`src/integer_to_ascii_radix_unit_defines.svh`:
```
// Assertion macros for the integer to ASCII radix unit.
// Used by the top level only; define NO_ASSERTIONS to compile them away.
`ifndef INTEGER_TO_ASCII_RADIX_UNIT_DEFINES_SVH
`define INTEGER_TO_ASCII_RADIX_UNIT_DEFINES_SVH
`ifndef NO_ASSERTIONS
// Check that cond implies expr in the same cycle
`define ITOA_ASSERT_IMPL(label, cond, expr, msg) \
    label: assert property (@(posedge aclk) disable iff (!aresetn) (cond) |-> (expr)) \
        else $error(msg);
// Check that cond implies expr in the next cycle
`define ITOA_ASSERT_NEXT(label, cond, expr, msg) \
    label: assert property (@(posedge aclk) disable iff (!aresetn) (cond) |=> (expr)) \
        else $error(msg);
`else
`define ITOA_ASSERT_IMPL(label, cond, expr, msg)
`define ITOA_ASSERT_NEXT(label, cond, expr, msg)
`endif
`endif

```
`src/itoa_pkg.sv`:
```
// Shared constants and helpers for the integer to ASCII radix unit.
// No dependencies.
`timescale 1ns / 1ps

package itoa_pkg;

    // Value width default and field widths
    localparam int VALUE_BITS_DEF = 32;
    localparam int RADIX_W        = 6;
    localparam int CHAR_W         = 8;

    // Radix register
    localparam logic [RADIX_W-1:0] RADIX_RESET = 6'd10;
    localparam logic [RADIX_W-1:0] RADIX_MIN   = 6'd2;
    localparam logic [RADIX_W-1:0] RADIX_MAX   = 6'd36;
    localparam logic [RADIX_W-1:0] DIGIT_TEN   = 6'd10;

    // Character codes
    localparam logic [CHAR_W-1:0] CHAR_MINUS = 8'h2D;
    localparam logic [CHAR_W-1:0] CHAR_ZERO  = 8'h30;
    localparam logic [CHAR_W-1:0] CHAR_NINE  = 8'h39;
    localparam logic [CHAR_W-1:0] CHAR_A     = 8'h41;
    localparam logic [CHAR_W-1:0] CHAR_Z     = 8'h5A;

    // Quotient bits resolved per divider cycle
    localparam int STEP_BITS = 8;

    // Queue between front and back
    localparam int QUEUE_DEPTH = 2;
    localparam int QIDX_W      = $clog2(QUEUE_DEPTH);
    localparam int QCNT_W      = $clog2(QUEUE_DEPTH + 1);

    // Configuration port
    localparam int PADDR_W   = 3;
    localparam int PDATA_W   = 32;
    localparam int REG_IDX_W = PADDR_W - 2;
    localparam logic [REG_IDX_W-1:0] REG_RADIX = 1'b0;

    // Map a digit value to its ASCII character
    function automatic logic [CHAR_W-1:0] digit_char(input logic [RADIX_W-1:0] d);
        logic [RADIX_W-1:0] off;
        off = d - DIGIT_TEN;
        if (d < DIGIT_TEN) begin
            digit_char = CHAR_ZERO + {2'b00, d};
        end else begin
            digit_char = CHAR_A + {2'b00, off};
        end
    endfunction

endpackage

```
`src/integer_to_ascii_radix_unit.sv`:
```
// Integer to ASCII text in radix 2..36, most significant character first.
// Latency: each digit costs one pass through the shared divider, then each
// character goes out through the registered digit stack read.
// Throughput: one word at a time; the divider loop sets the pace.
// Reset: aresetn synchronous active low; radix returns to 10, queue empties.
`timescale 1ns / 1ps
`include "integer_to_ascii_radix_unit_defines.svh"

module integer_to_ascii_radix_unit #(
    parameter int VALUE_BITS = itoa_pkg::VALUE_BITS_DEF
) (
    input  logic                         aclk,
    input  logic                         aresetn,
    // Input words
    input  logic                         s_tvalid,
    output logic                         s_tready,
    input  logic [((VALUE_BITS+7)/8)*8-1:0] s_tdata,  // [VALUE_BITS-1:0] value
    // Output characters
    output logic                         m_tvalid,
    input  logic                         m_tready,
    output logic [itoa_pkg::CHAR_W-1:0]  m_tdata,   // [7:0] char_code
    output logic                         m_tlast,   // last
    // Configuration
    input  logic                         psel,
    input  logic                         penable,
    input  logic                         pwrite,
    input  logic [itoa_pkg::PADDR_W-1:0] paddr,
    input  logic [itoa_pkg::PDATA_W-1:0] pwdata,
    output logic [itoa_pkg::PDATA_W-1:0] prdata,
    output logic                         pready
);
    import itoa_pkg::*;

    localparam int DATA_W = ((VALUE_BITS + 7) / 8) * 8;
    localparam int ITEM_W = 1 + VALUE_BITS + RADIX_W;

    logic [RADIX_W-1:0]   radix_reg;
    logic [REG_IDX_W-1:0] reg_idx;
    logic                 cfg_write;

    logic              q_push;
    logic [ITEM_W-1:0] q_item;
    logic              q_full;
    logic              q_pop;
    logic [ITEM_W-1:0] q_head;
    logic              q_not_empty;

    // Register access
    assign pready    = 1'b1;
    assign reg_idx   = paddr[PADDR_W-1:2];
    assign cfg_write = psel && penable && pwrite && pready;
    assign prdata    = (reg_idx == REG_RADIX) ? PDATA_W'(radix_reg) : '0;

    always_ff @(posedge aclk) begin
        if (!aresetn) begin
            radix_reg <= RADIX_RESET;
        end else if (cfg_write && (reg_idx == REG_RADIX)) begin
            radix_reg <= pwdata[RADIX_W-1:0];
        end
    end

    itoa_front #(
        .VALUE_BITS (VALUE_BITS),
        .DATA_W     (DATA_W),
        .ITEM_W     (ITEM_W)
    ) u_front (
        .s_tvalid (s_tvalid),
        .s_tready (s_tready),
        .s_tdata  (s_tdata),
        .radix_i  (radix_reg),
        .q_full_i (q_full),
        .q_push_o (q_push),
        .q_item_o (q_item)
    );

    itoa_fifo #(
        .WIDTH (ITEM_W)
    ) u_fifo (
        .aclk        (aclk),
        .aresetn     (aresetn),
        .push_i      (q_push),
        .din_i       (q_item),
        .full_o      (q_full),
        .pop_i       (q_pop),
        .dout_o      (q_head),
        .not_empty_o (q_not_empty)
    );

    itoa_back #(
        .VALUE_BITS (VALUE_BITS),
        .ITEM_W     (ITEM_W)
    ) u_back (
        .aclk      (aclk),
        .aresetn   (aresetn),
        .q_valid_i (q_not_empty),
        .q_item_i  (q_head),
        .q_pop_o   (q_pop),
        .m_tvalid  (m_tvalid),
        .m_tready  (m_tready),
        .m_tdata   (m_tdata),
        .m_tlast   (m_tlast)
    );

    // A minus sign always has digits after it
    `ITOA_ASSERT_IMPL(a_minus_not_last, m_tvalid && (m_tdata == CHAR_MINUS), !m_tlast, "minus sign flagged last")
    // Only sign, decimal digits and capitals leave the block
    `ITOA_ASSERT_IMPL(a_char_set, m_tvalid, (m_tdata == CHAR_MINUS) || ((m_tdata >= CHAR_ZERO) && (m_tdata <= CHAR_NINE)) || ((m_tdata >= CHAR_A) && (m_tdata <= CHAR_Z)), "character outside the digit set")
    // Queued radix is always clamped
    `ITOA_ASSERT_IMPL(a_base_clamped, q_push, (q_item[RADIX_W-1:0] >= RADIX_MIN) && (q_item[RADIX_W-1:0] <= RADIX_MAX), "radix not clamped")
    // A pushed word is held in the queue
    `ITOA_ASSERT_NEXT(a_push_held, q_push, q_not_empty, "queue empty after a push")

endmodule

```
`src/itoa_front.sv`:
```
// Front end: accepts a value word, splits off the sign, forms the unsigned
// magnitude and clamps the radix. Depends on itoa_pkg.
`timescale 1ns / 1ps

module itoa_front #(
    parameter int VALUE_BITS = itoa_pkg::VALUE_BITS_DEF,
    parameter int DATA_W     = ((VALUE_BITS + 7) / 8) * 8,
    parameter int ITEM_W     = 1 + VALUE_BITS + itoa_pkg::RADIX_W
) (
    input  logic                         s_tvalid,
    output logic                         s_tready,
    input  logic [DATA_W-1:0]            s_tdata,   // [VALUE_BITS-1:0] value
    input  logic [itoa_pkg::RADIX_W-1:0] radix_i,
    input  logic                         q_full_i,
    output logic                         q_push_o,
    output logic [ITEM_W-1:0]            q_item_o
);
    import itoa_pkg::*;

    logic [VALUE_BITS-1:0] raw;
    logic                  neg;
    logic [VALUE_BITS-1:0] mag;
    logic [RADIX_W-1:0]    base;

    // Split sign and take the magnitude as unsigned
    assign raw = s_tdata[VALUE_BITS-1:0];
    assign neg = raw[VALUE_BITS-1];
    assign mag = neg ? (~raw + {{(VALUE_BITS-1){1'b0}}, 1'b1}) : raw;

    // Clamp the radix into its meaningful range
    always_comb begin
        if (radix_i < RADIX_MIN) begin
            base = RADIX_MIN;
        end else if (radix_i > RADIX_MAX) begin
            base = RADIX_MAX;
        end else begin
            base = radix_i;
        end
    end

    // Push into the queue while it has room
    assign s_tready = !q_full_i;
    assign q_push_o = s_tvalid && !q_full_i;
    assign q_item_o = {neg, mag, base};

endmodule

```
`src/itoa_fifo.sv`:
```
// Short queue of classified words between front and back end.
// Depends on itoa_pkg.
`timescale 1ns / 1ps

module itoa_fifo #(
    parameter int WIDTH = 1 + itoa_pkg::VALUE_BITS_DEF + itoa_pkg::RADIX_W
) (
    input  logic             aclk,
    input  logic             aresetn,
    input  logic             push_i,
    input  logic [WIDTH-1:0] din_i,
    output logic             full_o,
    input  logic             pop_i,
    output logic [WIDTH-1:0] dout_o,
    output logic             not_empty_o
);
    import itoa_pkg::*;

    logic [WIDTH-1:0]  slot_reg [QUEUE_DEPTH];
    logic [QIDX_W-1:0] wr_ptr_reg;
    logic [QIDX_W-1:0] rd_ptr_reg;
    logic [QCNT_W-1:0] count_reg;
    logic              do_push;
    logic              do_pop;

    assign full_o      = (count_reg == QCNT_W'(QUEUE_DEPTH));
    assign not_empty_o = (count_reg != '0);
    assign dout_o      = slot_reg[rd_ptr_reg];
    assign do_push     = push_i && !full_o;
    assign do_pop      = pop_i && not_empty_o;

    // Store incoming word
    always_ff @(posedge aclk) begin
        if (do_push) begin
            slot_reg[wr_ptr_reg] <= din_i;
        end
    end

    // Advance pointers and occupancy
    always_ff @(posedge aclk) begin
        if (!aresetn) begin
            wr_ptr_reg <= '0;
            rd_ptr_reg <= '0;
            count_reg  <= '0;
        end else begin
            if (do_push) begin
                wr_ptr_reg <= wr_ptr_reg + QIDX_W'(1);
            end
            if (do_pop) begin
                rd_ptr_reg <= rd_ptr_reg + QIDX_W'(1);
            end
            if (do_push && !do_pop) begin
                count_reg <= count_reg + QCNT_W'(1);
            end else if (do_pop && !do_push) begin
                count_reg <= count_reg - QCNT_W'(1);
            end
        end
    end

endmodule

```
`src/itoa_div.sv`:
```
// Iterative divider of the magnitude by the radix, STEP_BITS quotient bits
// per cycle (restoring). Depends on itoa_pkg.
`timescale 1ns / 1ps

module itoa_div #(
    parameter int DIV_W = itoa_pkg::VALUE_BITS_DEF
) (
    input  logic                         aclk,
    input  logic                         aresetn,
    input  logic                         start_i,
    input  logic [DIV_W-1:0]             dividend_i,
    input  logic [itoa_pkg::RADIX_W-1:0] divisor_i,
    output logic                         done_o,
    output logic [DIV_W-1:0]             quot_o,
    output logic [itoa_pkg::RADIX_W-1:0] rem_o
);
    import itoa_pkg::*;

    localparam int STEPS = DIV_W / STEP_BITS;
    localparam int CNT_W = $clog2(STEPS + 1);

    logic [DIV_W-1:0]   quot_reg;
    logic [DIV_W-1:0]   quot_next;
    logic [RADIX_W-1:0] rem_reg;
    logic [RADIX_W-1:0] rem_next;
    logic [RADIX_W-1:0] div_reg;
    logic [CNT_W-1:0]   cnt_reg;
    logic               busy_reg;
    logic               done_reg;

    // Resolve STEP_BITS quotient bits
    always_comb begin
        logic [DIV_W-1:0]   q_t;
        logic [RADIX_W:0]   r_w;
        logic [RADIX_W-1:0] r_t;
        q_t = quot_reg;
        r_t = rem_reg;
        for (int k = 0; k < STEP_BITS; k++) begin
            r_w = {r_t, q_t[DIV_W-1]};
            q_t = {q_t[DIV_W-2:0], 1'b0};
            if (r_w >= {1'b0, div_reg}) begin
                r_w    = r_w - {1'b0, div_reg};
                q_t[0] = 1'b1;
            end
            r_t = r_w[RADIX_W-1:0];
        end
        quot_next = q_t;
        rem_next  = r_t;
    end

    // Load on start, iterate, pulse done at the end
    always_ff @(posedge aclk) begin
        if (!aresetn) begin
            busy_reg <= 1'b0;
            done_reg <= 1'b0;
            cnt_reg  <= '0;
        end else if (start_i) begin
            quot_reg <= dividend_i;
            rem_reg  <= '0;
            div_reg  <= divisor_i;
            cnt_reg  <= CNT_W'(STEPS);
            busy_reg <= 1'b1;
            done_reg <= 1'b0;
        end else if (busy_reg) begin
            quot_reg <= quot_next;
            rem_reg  <= rem_next;
            cnt_reg  <= cnt_reg - CNT_W'(1);
            if (cnt_reg == CNT_W'(1)) begin
                busy_reg <= 1'b0;
                done_reg <= 1'b1;
            end
        end else begin
            done_reg <= 1'b0;
        end
    end

    assign done_o = done_reg;
    assign quot_o = quot_reg;
    assign rem_o  = rem_reg;

endmodule

```
`src/itoa_back.sv`:
```
// Back end: repeated division into a digit stack, then emission of the
// sign and the digits most significant first. Depends on itoa_pkg, itoa_div.
`timescale 1ns / 1ps

module itoa_back #(
    parameter int VALUE_BITS = itoa_pkg::VALUE_BITS_DEF,
    parameter int ITEM_W     = 1 + VALUE_BITS + itoa_pkg::RADIX_W
) (
    input  logic                        aclk,
    input  logic                        aresetn,
    input  logic                        q_valid_i,
    input  logic [ITEM_W-1:0]           q_item_i,
    output logic                        q_pop_o,
    output logic                        m_tvalid,
    input  logic                        m_tready,
    output logic [itoa_pkg::CHAR_W-1:0] m_tdata,   // [7:0] char_code
    output logic                        m_tlast
);
    import itoa_pkg::*;

    localparam int DIV_W = ((VALUE_BITS + STEP_BITS - 1) / STEP_BITS) * STEP_BITS;
    localparam int PTR_W = $clog2(VALUE_BITS + 1);
    localparam int IDX_W = $clog2(VALUE_BITS);

    typedef enum logic [2:0] {
        ST_IDLE,
        ST_DIV,
        ST_SIGN,
        ST_FETCH,
        ST_EMIT
    } state_t;

    state_t             state_reg;
    logic               neg_reg;
    logic [RADIX_W-1:0] base_reg;
    logic [PTR_W-1:0]   ptr_reg;
    logic [PTR_W-1:0]   ptr_m1;
    logic               start_reg;
    logic               start_next;
    logic [DIV_W-1:0]   dividend_reg;
    logic               out_valid_reg;
    logic [CHAR_W-1:0]  out_char_reg;
    logic               out_last_reg;
    logic               out_free;
    logic               out_load;

    logic [RADIX_W-1:0] digit_mem [VALUE_BITS];
    logic [RADIX_W-1:0] rd_data_reg;
    logic               wr_en;

    logic               div_done;
    logic [DIV_W-1:0]   div_quot;
    logic [RADIX_W-1:0] div_rem;

    itoa_div #(
        .DIV_W (DIV_W)
    ) u_div (
        .aclk       (aclk),
        .aresetn    (aresetn),
        .start_i    (start_reg),
        .dividend_i (dividend_reg),
        .divisor_i  (base_reg),
        .done_o     (div_done),
        .quot_o     (div_quot),
        .rem_o      (div_rem)
    );

    assign q_pop_o  = (state_reg == ST_IDLE) && q_valid_i;
    assign out_free = !out_valid_reg || m_tready;
    assign wr_en    = (state_reg == ST_DIV) && div_done;
    assign ptr_m1   = ptr_reg - PTR_W'(1);

    // Start a division on a new word or while the quotient is not yet zero
    assign start_next = ((state_reg == ST_IDLE) && q_valid_i) ||
                        ((state_reg == ST_DIV) && div_done && (div_quot != '0));
    // Load the output register with a sign or a digit
    assign out_load   = out_free && ((state_reg == ST_SIGN) || (state_reg == ST_EMIT));

    // Digit stack: push remainders, read top with registered data
    always_ff @(posedge aclk) begin
        if (wr_en) begin
            digit_mem[ptr_reg[IDX_W-1:0]] <= div_rem;
        end
        rd_data_reg <= digit_mem[ptr_m1[IDX_W-1:0]];
    end

    // Sequencer and output register
    always_ff @(posedge aclk) begin
        if (!aresetn) begin
            state_reg     <= ST_IDLE;
            start_reg     <= 1'b0;
            ptr_reg       <= '0;
            out_valid_reg <= 1'b0;
        end else begin
            start_reg <= start_next;
            if (out_load) begin
                out_valid_reg <= 1'b1;
            end else if (m_tready) begin
                out_valid_reg <= 1'b0;
            end
            case (state_reg)
                ST_IDLE: begin
                    if (q_valid_i) begin
                        neg_reg      <= q_item_i[ITEM_W-1];
                        base_reg     <= q_item_i[RADIX_W-1:0];
                        dividend_reg <= DIV_W'(q_item_i[RADIX_W +: VALUE_BITS]);
                        ptr_reg      <= '0;
                        state_reg    <= ST_DIV;
                    end
                end
                ST_DIV: begin
                    if (div_done) begin
                        ptr_reg <= ptr_reg + PTR_W'(1);
                        if (div_quot == '0) begin
                            state_reg <= neg_reg ? ST_SIGN : ST_FETCH;
                        end else begin
                            dividend_reg <= div_quot;
                        end
                    end
                end
                ST_SIGN: begin
                    if (out_free) begin
                        out_char_reg  <= CHAR_MINUS;
                        out_last_reg  <= 1'b0;
                        state_reg     <= ST_FETCH;
                    end
                end
                ST_FETCH: begin
                    state_reg <= ST_EMIT;
                end
                ST_EMIT: begin
                    if (out_free) begin
                        out_char_reg  <= digit_char(rd_data_reg);
                        out_last_reg  <= (ptr_reg == PTR_W'(1));
                        ptr_reg       <= ptr_m1;
                        state_reg     <= (ptr_reg == PTR_W'(1)) ? ST_IDLE : ST_FETCH;
                    end
                end
                default: begin
                    state_reg <= ST_IDLE;
                end
            endcase
        end
    end

    assign m_tvalid = out_valid_reg;
    assign m_tdata  = out_char_reg;
    assign m_tlast  = out_last_reg;

endmodule
```
`config.mk`:
```
export PLATFORM = sky130hd
export DESIGN_NAME = integer_to_ascii_radix_unit
export DESIGN_NICKNAME = d
export VERILOG_FILES = /design/src/itoa_pkg.sv /design/src/integer_to_ascii_radix_unit.sv /design/src/itoa_front.sv /design/src/itoa_fifo.sv /design/src/itoa_div.sv /design/src/itoa_back.sv
export VERILOG_INCLUDE_DIRS = /design/src /design/src/src
export SDC_FILE = /design/constraint.sdc
export NUM_CORES = 1
export LEC_CHECK = 0
export ABC_AREA = 0
export BUFFER_PORTS_ARGS = -buffer_cell sky130_fd_sc_hd__buf_2
export CORE_UTILIZATION = 44
export DETAILED_ROUTE_END_ITERATION = 16
export SLEW_MARGIN = 5
export SYNTH_ARGS = -nofsm -noshare
export SYNTH_HDL_FRONTEND = slang
export SYNTH_SLANG_ARGS = --single-unit
```
`constraint.sdc`:
```
create_clock -name aclk -period 26.6 [get_ports aclk]
set_clock_uncertainty 0.05 [all_clocks]
set_input_delay 1.33 -clock aclk [delete_from_list [all_inputs] [get_ports aclk]]
set_output_delay 1.33 -clock aclk [all_outputs]
set_load 0.05 [all_outputs]
```
==> impl_metrics.csv, run 1 <==
group,metric,value,unit
outcome,status,"finished, final reports clean",
drt,drtPass1Iterations,5,
timing,final_max_slew_viol_count,0,
cts,cts_resized,0,
critical_path,worst-path-buf-inv,5,
critical_path,cpLargestDelayFamily,"compound AO/OA/AOI/OAI gates",
finish,fillers,3753,
cts,clock_path_buffers,3,
floorplanning,coreArea,43200,µm²
timing,worst_pin_slew,1.13,ns
synth,ys_warn_count,0,
critical_path,arrival,18.06,ns
cts,cts_tree,"yes",
critical_path,slowest_delay,0.54,ns
critical_path,cp_data_required_time,26.85,ns
cts,cts.sinks,395,
synth,ys_seq_elements,395,
floorplanning,die_w,211,µm
global_route,grt_max_degree,66,
timing,timing.final.crit_share,67.0,%
synth,synth_top_flop_cell,"edfxtp_1",
global_route,grt_pass1_wl,62100,µm
finish,largest_reg_flops,192,
placement,portBuffers,62,
synth,ys_types,73,
timing,period_needed,17.82,ns
synth,synth.top_cells.by_area,"edfxtp_1 56%, mux4_2 7.0%, ha_1 4.0%",
drt,vias_per_cell,5.41,
global_route,overflow,0,
synth,synthCells,1369,
timing,finalHoldViolations,0,
min_path,hold_path.class,"reg2reg",
critical_path,worstPathMaxFanout,17,
timing,timing.fmax,56.1,MHz
floorplanning,top_level_ports,118,
drt,drt_iter0_markers,775,
timing,slew_headroom,23.8,%
drt,wl,39600,µm
synth,async_flop_share,0,%
placement,hpwl,26600,µm
critical_path,worstSetupStartpointType,"flip-flop",
critical_path,worstSetupEndpointType,"flip-flop",
finish,area_growth,11.4,%
drt,wl_per_cell,19.2,µm
synth,yosysTopAreaCell,"edfxtp_1",
cts,cts_hold_buf,0,
finish,regArea,11500,µm²
floorplanning,initial_core_util,44.6,%
flow_run,drv_cap,0,
cts,clk_latency,0.57,ns
global_route,grt_use_total,18.3,%
cts,cts_buffers,42,
cts,cts_setup_buffers,0,
floorplanning,die-area,44600,µm²
placement,gp_congestion,0.855,
synth,synth_edf_count,362,
floorplanning,die_h,211,µm
cts,clk_pin_slew,0.06,ns
finish,multiInputGateArea,7260,µm²
synth,seq_area_frac_synth,59.8,%
synth,synth.top_cell.area_share,56.4,%
floorplanning,fp-row-count,76,
finish,fin_nets,1584,
critical_path,crit_type,"reg2reg",
timing,tns,0,ns
cts,h-tree-depth,2,
global_route,first_global_vias,10900,
drt,num_vias,11100,
drt,ant_nets,0,
synth,synth_area_per_cell,14.1,µm²
finish,final_common_cell,"edfxtp_1",
synth,syn_area,19300,µm²
cts,root_buffer,"clkbuf_16",
drt,drc,0,
finish,layout_common_cells,"362 x edfxtp_1, 93 x nor2_1, 79 x nand2_1",
finish,drive_above_1_share,19.5,%
critical_path,crit_slowest_cell,"nor2_1",
timing,rsz0062_at_grt,"no",
timing,whs,0.399,ns
global_route,antenna_found_initial,1,
timing,finalSetupViolCount,0,
-- path summary, 6_finish.rpt --
check	from	end	slack, ns	cells after the start
worst max-delay path	u_back.u_div.div_reg[1]$_DFFE_PP_	u_back.u_div.quot_o[0]$_DFFE_PP_	8.78	71
worst min-delay path	u_back.base_reg[2]$_DFFE_PP_	u_back.u_div.div_reg[2]$_DFFE_PP_	0.40	0
worst max register to register	u_back.u_div.div_reg[1]$_DFFE_PP_	u_back.u_div.quot_o[0]$_DFFE_PP_	8.78	71
worst min register to register	u_back.base_reg[2]$_DFFE_PP_	u_back.u_div.div_reg[2]$_DFFE_PP_	0.40	0
-- stage by stage --
step,worst slack (ns),instance area [µm²],utilization (%),cells
floorplan,11.53,19400,-,1394
global placement,9.07,20200,46.8,1981
detailed placement,8.99,20200,46.8,1981
CTS,8.87,21500,49.8,2056
global route,7.42,21500,49.8,2057
finish,8.78,21500,49.8,2057
-- layer usage --
| metal | GRT usage [%] | up-vias | wire [µm] |
|---|---|---|---|
| met5 | 0 | - | 0 |
| met4 | 5.47 | 0 | 836 |
| met3 | 3.49 | 57 | 2130 |
| met2 | 28.5 | 291 | 18200 |
| met1 | 26.1 | 5471 | 18400 |
| li1 | - | 5312 | - |
-- cells in the mapped netlist, types with 7 or more instances --
cell type and instances:
a211oi_1 8, nor2_1 95, nor2b_1 20, nand3b_1 8, a21o_1 13, edfxtp_1 362
ha_1 62, nor3_1 13, nand4_1 7, mux4_2 60, xnor2_1 55, mux2i_1 59
o31ai_1 13, nand3_1 15, or3_1 7, mux2_2 55, inv_1 57, nand2_1 79
o21ai_0 71, xor2_1 19, fa_1 8, nand2b_1 13, a21oi_1 36, nor4_1 14
dfxtp_1 33, o211ai_1 9, buf_4 27, clkbuf_1 44
-- area by class of cell --
| type | count | area share (%) |
|---|---|---|
| Timing Repair Buffer | 80 | 2.07 |
| Antenna cell | 1 | 0.0116 |
| Tap cell | 585 | 3.41 |
| Clock buffer | 57 | 5.20 |
| Clock inverter | 18 | 0.792 |
| Inverter | 57 | 0.996 |
| Multi-Input combinational cell | 864 | 33.8 |
| Sequential cell | 395 | 53.7 |
-- logic make-up after synthesis --
kind of cell | Yosys count | synth area share [%]
flip-flops | 395 | 59.8
AND/OR/NAND/NOR | 302 | 7.57
AO/OA/AOI/OAI | 212 | 7.50
multiplexers | 178 | 13.6
buffers and inverters | 135 | 3.19
XOR/XNOR | 74 | 3.36
adder cells (fa/ha/maj) | 71 | 4.91
other | 2 | 0.0390
Power of run 1 is left out: the tool's default activity adds up to more than one toggle a clock period on the data nets, which glitch-free logic cannot reach.
==> run 2, diff against run 1 <==
Clock period 26.6 ns to 17.73 ns, I/O delays scaled along.
==> impl_metrics.csv, run 2 (synthesis results as in run 1) <==
group,metric,value,unit
outcome,status,"finished, final reports clean",
cts,cts_resized,0,
floorplanning,initial_core_util,44.6,%
timing,final_max_slew_viol_count,0,
timing,slew_headroom,24.9,%
critical_path,worstPathMaxFanout,9,
global_route,antenna_found_initial,1,
floorplanning,die_h,211,µm
finish,drive_above_1_share,20.5,%
cts,cts.sinks,395,
timing,rsz0062_at_grt,"no",
finish,n_antenna_cell,0,
floorplanning,coreArea,43200,µm²
global_route,grt_use_total,18.5,%
timing,timing.fmax,60.7,MHz
timing,whs,0.430,ns
critical_path,cp-startpoint,"u_back.u_div.div_reg[4]$_DFFE_PP_",
timing,period_needed,16.49,ns
finish,final_cells,2068,
cts,cts_tree,"yes",
critical_path,critPathMostFrequentCell,"ha_1",
finish,area_growth,12.3,%
floorplanning,die-area,44600,µm²
drt,vias_per_cell,5.35,
critical_path,crit_slowest_cell,"ha_1",
cts,cts_setup_buffers,0,
cts,clock_path_buffers,3,
floorplanning,top_level_ports,118,
global_route,overflow,0,
finish,layout_common_cells,"362 x edfxtp_1, 92 x nor2_1, 79 x nand2_1",
critical_path,worstReg2RegStart,"u_back.u_div.div_reg[4]$_DFFE_PP_",
critical_path,cp_data_required_time,17.98,ns
floorplanning,fp-row-count,76,
drt,num_vias,11100,
drt,ant_nets,0,
global_route,grt_max_degree,66,
placement,gp_congestion,0.846,
placement,portBuffers,62,
cts,clk_latency,0.56,ns
drt,drt_iter0_markers,617,
cts,cts_hold_buf,0,
min_path,min_from,"u_back.base_reg[1]$_DFFE_PP_",
critical_path,arrival,16.74,ns
critical_path,slowest_delay,0.45,ns
drt,wl,40000,µm
placement,placedCellCount,1988,
cts,cts_buffers,43,
flow_run,drv_cap,0,
timing,tns,0,ns
floorplanning,die_w,211,µm
timing,worst_pin_slew,1.12,ns
timing,timing.final.crit_share,93.0,%
finish,fillers,3736,
critical_path,worstSetupStartpointType,"flip-flop",
cts,clk_pin_slew,0.06,ns
critical_path,crit_type,"reg2reg",
timing,finalSetupViolCount,0,
placement,hpwl,27000,µm
drt,drc,0,
drt,drtPass1Iterations,5,
global_route,first_global_vias,10900,
cts,h-tree-depth,2,
drt,wl_per_cell,19.3,µm
finish,fin_nets,1592,
min_path,hold_path.class,"reg2reg",
finish,final_util,50.2,%
finish,largest_reg_flops,192,
cts,root_buffer,"clkbuf_16",
timing,finalHoldViolations,0,
finish,final_common_cell,"edfxtp_1",
critical_path,worstSetupEndpointType,"flip-flop",
global_route,grt_pass1_wl,62400,µm
[run 2: cell types whose count changed in the layout (fill, tap and decap cells not counted), moves of 2 or more]
| cell | change |
|---|---|
| clkbuf_16 | +2 |
| clkbuf_1 | -6 |
| buf_4 | +7 |
| clkinv_1 | +5 |
[run 2: layer usage]
layer,global-route usage [%],part of all wire [%],vias to the layer above
li1,-,-,5326
met2,28.1,45,240
met4,5.20,2.1,2
met3,3.29,4.5,61
met5,0,0.032,-
met1,27.2,49,5427
[run 2: path summary, 6_finish.rpt]
path	end	slack, ns	cells after the start
worst max-delay path	u_back.u_div.quot_o[0]$_DFFE_PP_	1.24	71
worst min-delay path	u_back.u_div.div_reg[1]$_DFFE_PP_	0.43	0
worst max register to register	u_back.u_div.quot_o[0]$_DFFE_PP_	1.24	71
worst min register to register	u_back.u_div.div_reg[1]$_DFFE_PP_	0.43	0
[run 2: area by class of cell]
type,instances,area (µm²),area share [%]
timing repair buffer,87,498,2.30
inverter,57,218,1.01
multi-input combinational,864,7280,33.6
clock buffer,54,1160,5.35
clock inverter,26,235,1.09
sequential,395,11500,53.3
tap,585,732,3.38
[run 2: through the flow]
stage	area [µm²]	setup WS (ns)
3_3_place_gp	20200	1.27
6_report	21700	1.24
2_1_floorplan	19400	2.66
3_5_place_dp	20200	1.01
5_1_grt	21700	0.141
4_1_cts	21600	0.910
[run 2: worst max-delay path: cells and delay by family, from the launching register on]
kind	cells	cell delay (ns)
AOI/OAI and AO/OA	40	8.99
adders and majority gates	8	2.35
buffers and inverters	4	0.49
DFF	1	0.38
muxes	7	2.01
and+or+nand+nor	12	1.91
Power of run 2 is left out for the same reason.
==> run 3, diff against run 2 <==
Settings changed: CORE_MARGIN from default to 3.
==> impl_metrics.csv, run 3 (synthesis results as in run 1) <==
group,metric,value,unit
outcome,status,"finished, final reports clean",
critical_path,worstRegToRegCells,73,
critical_path,worstPathMaxFanout,11,
critical_path,worstSetupEndpointType,"flip-flop",
placement,gp_congestion,0.864,
placement,hpwl,27500,µm
finish,area_growth,12.0,%
floorplanning,top_level_ports,118,
critical_path,cp_data_required_time,18.00,ns
drt,vias_per_cell,5.44,
timing,period_needed,16.41,ns
critical_path,crit_end,"u_back.u_div.quot_o[0]$_DFFE_PP_",
critical_path,worst-path-buf-inv,6,
critical_path,slowest_delay,0.45,ns
cts,root_buffer,"clkbuf_16",
critical_path,cp-startpoint,"u_back.u_div.div_reg[4]$_DFFE_PP_",
timing,final_max_slew_viol_count,0,
critical_path,worstSetupStartpointType,"flip-flop",
global_route,grt_max_degree,66,
finish,largest_reg_flops,192,
global_route,first_global_vias,10900,
critical_path,arrival,16.68,ns
min_path,hold_path.class,"reg2reg",
floorplanning,initial_core_util,44.6,%
critical_path,r2r_end,"u_back.u_div.quot_o[0]$_DFFE_PP_",
cts,cts_tree,"yes",
finish,drive_above_1_share,20.1,%
timing,timing.fmax,60.9,MHz
cts,h-tree-depth,2,
critical_path,worst-path-stages,73,
drt,ant_nets,0,
global_route,antenna_found_initial,0,
critical_path,r2r_slack,1.32,ns
timing,rsz0062_at_grt,"no",
drt,drc,0,
drt,drt_iter0_markers,795,
critical_path,crit_type,"reg2reg",
global_route,grt_pass1_wl,62900,µm
drt,wl_per_cell,19.5,µm
finish,fillers,3740,
finish,multiInputGateArea,7280,µm²
drt,wl,40200,µm
timing,tns,0,ns
placement,portBuffers,62,
critical_path,crit_slowest_cell,"ha_1",
finish,final_common_cell,"edfxtp_1",
cts,cts.sinks,395,
cts,clock_path_buffers,3,
cts,cts_buffers,43,
drt,drtPass1Iterations,5,
cts,clk_pin_slew,0.07,ns
floorplanning,coreArea,43200,µm²
critical_path,cpLargestDelayFamily,"compound AO/OA/AOI/OAI gates",
floorplanning,die_w,215,µm
timing,slew_headroom,20.6,%
flow_run,drv_cap,0,
floorplanning,die_h,215,µm
cts,clk_latency,0.56,ns
timing,worst_pin_slew,1.18,ns
timing,finalSetupViolCount,0,
finish,fin_nets,1593,
floorplanning,fp-row-count,76,
global_route,overflow,0,
timing,finalHoldViolations,0,
finish,final_util,50.0,%
finish,regArea,11500,µm²
timing,timing.final.crit_share,92.6,%
critical_path,worstReg2RegStart,"u_back.u_div.div_reg[4]$_DFFE_PP_",
global_route,grt_use_total,17.4,%
finish,n_antenna_cell,0,
drt,num_vias,11200,
floorplanning,die-area,46400,µm²
cts,cts_hold_buf,0,
finish,layout_common_cells,"362 x edfxtp_1, 93 x nor2_1, 79 x nand2_1",
## run 3: how the worst min path moves through the flow
stage,start,endpoint,slack (ns),cells after the start
2_1_floorplan,u_back.base_reg[0]$_DFFE_PP_,u_back.u_div.div_reg[0]$_DFFE_PP_,0.35,0
3_3_place_gp,u_back.base_reg[2]$_DFFE_PP_,u_back.u_div.div_reg[2]$_DFFE_PP_,0.39,0
3_5_place_dp,u_back.base_reg[3]$_DFFE_PP_,u_back.u_div.div_reg[3]$_DFFE_PP_,0.40,0
4_1_cts,u_back.base_reg[3]$_DFFE_PP_,u_back.u_div.div_reg[3]$_DFFE_PP_,0.41,0
5_1_grt,u_back.base_reg[3]$_DFFE_PP_,u_back.u_div.div_reg[3]$_DFFE_PP_,0.42,0
6_report,u_back.base_reg[0]$_DFFE_PP_,u_back.u_div.div_reg[0]$_DFFE_PP_,0.41,0
## run 3: final cells by class
type	instances	share of cell area, %
flip-flops and latches	395	53.4
multi-input cells	864	33.7
clock buffers	53	5.26
well taps	585	3.39
repair buffers	88	2.34
inverters	57	1.01
clock inverters	22	0.829
## run 3: metrics by stage
stage,std cells,cell area [µm²],setup WS (ns),hold WS (ns)
4_1_cts,2064,21600,1.03,0.412
2_1_floorplan,1394,19400,2.66,0.350
5_1_grt,2064,21600,0.0456,0.424
6_report,2064,21600,1.32,0.414
3_3_place_gp,1989,20300,1.28,0.394
3_5_place_dp,1989,20300,1.15,0.399
## run 3: layer usage
metal / up-vias / global-route usage (%) / routed length [µm]
li1: 5343 / - / -
met1: 5553 / 25.6 / 19000
met2: 261 / 26.9 / 18400
met3: 61 / 3.17 / 1990
met4: 0 / 4.41 / 818
met5: - / 0 / 0
## run 3: repair_timing
action | CTS | global route
buffers inserted | 0 | 0
resized for setup | 0 | 5
endpoints found under the setup margin | 0 | 7
Power of run 3 is left out for the same reason.
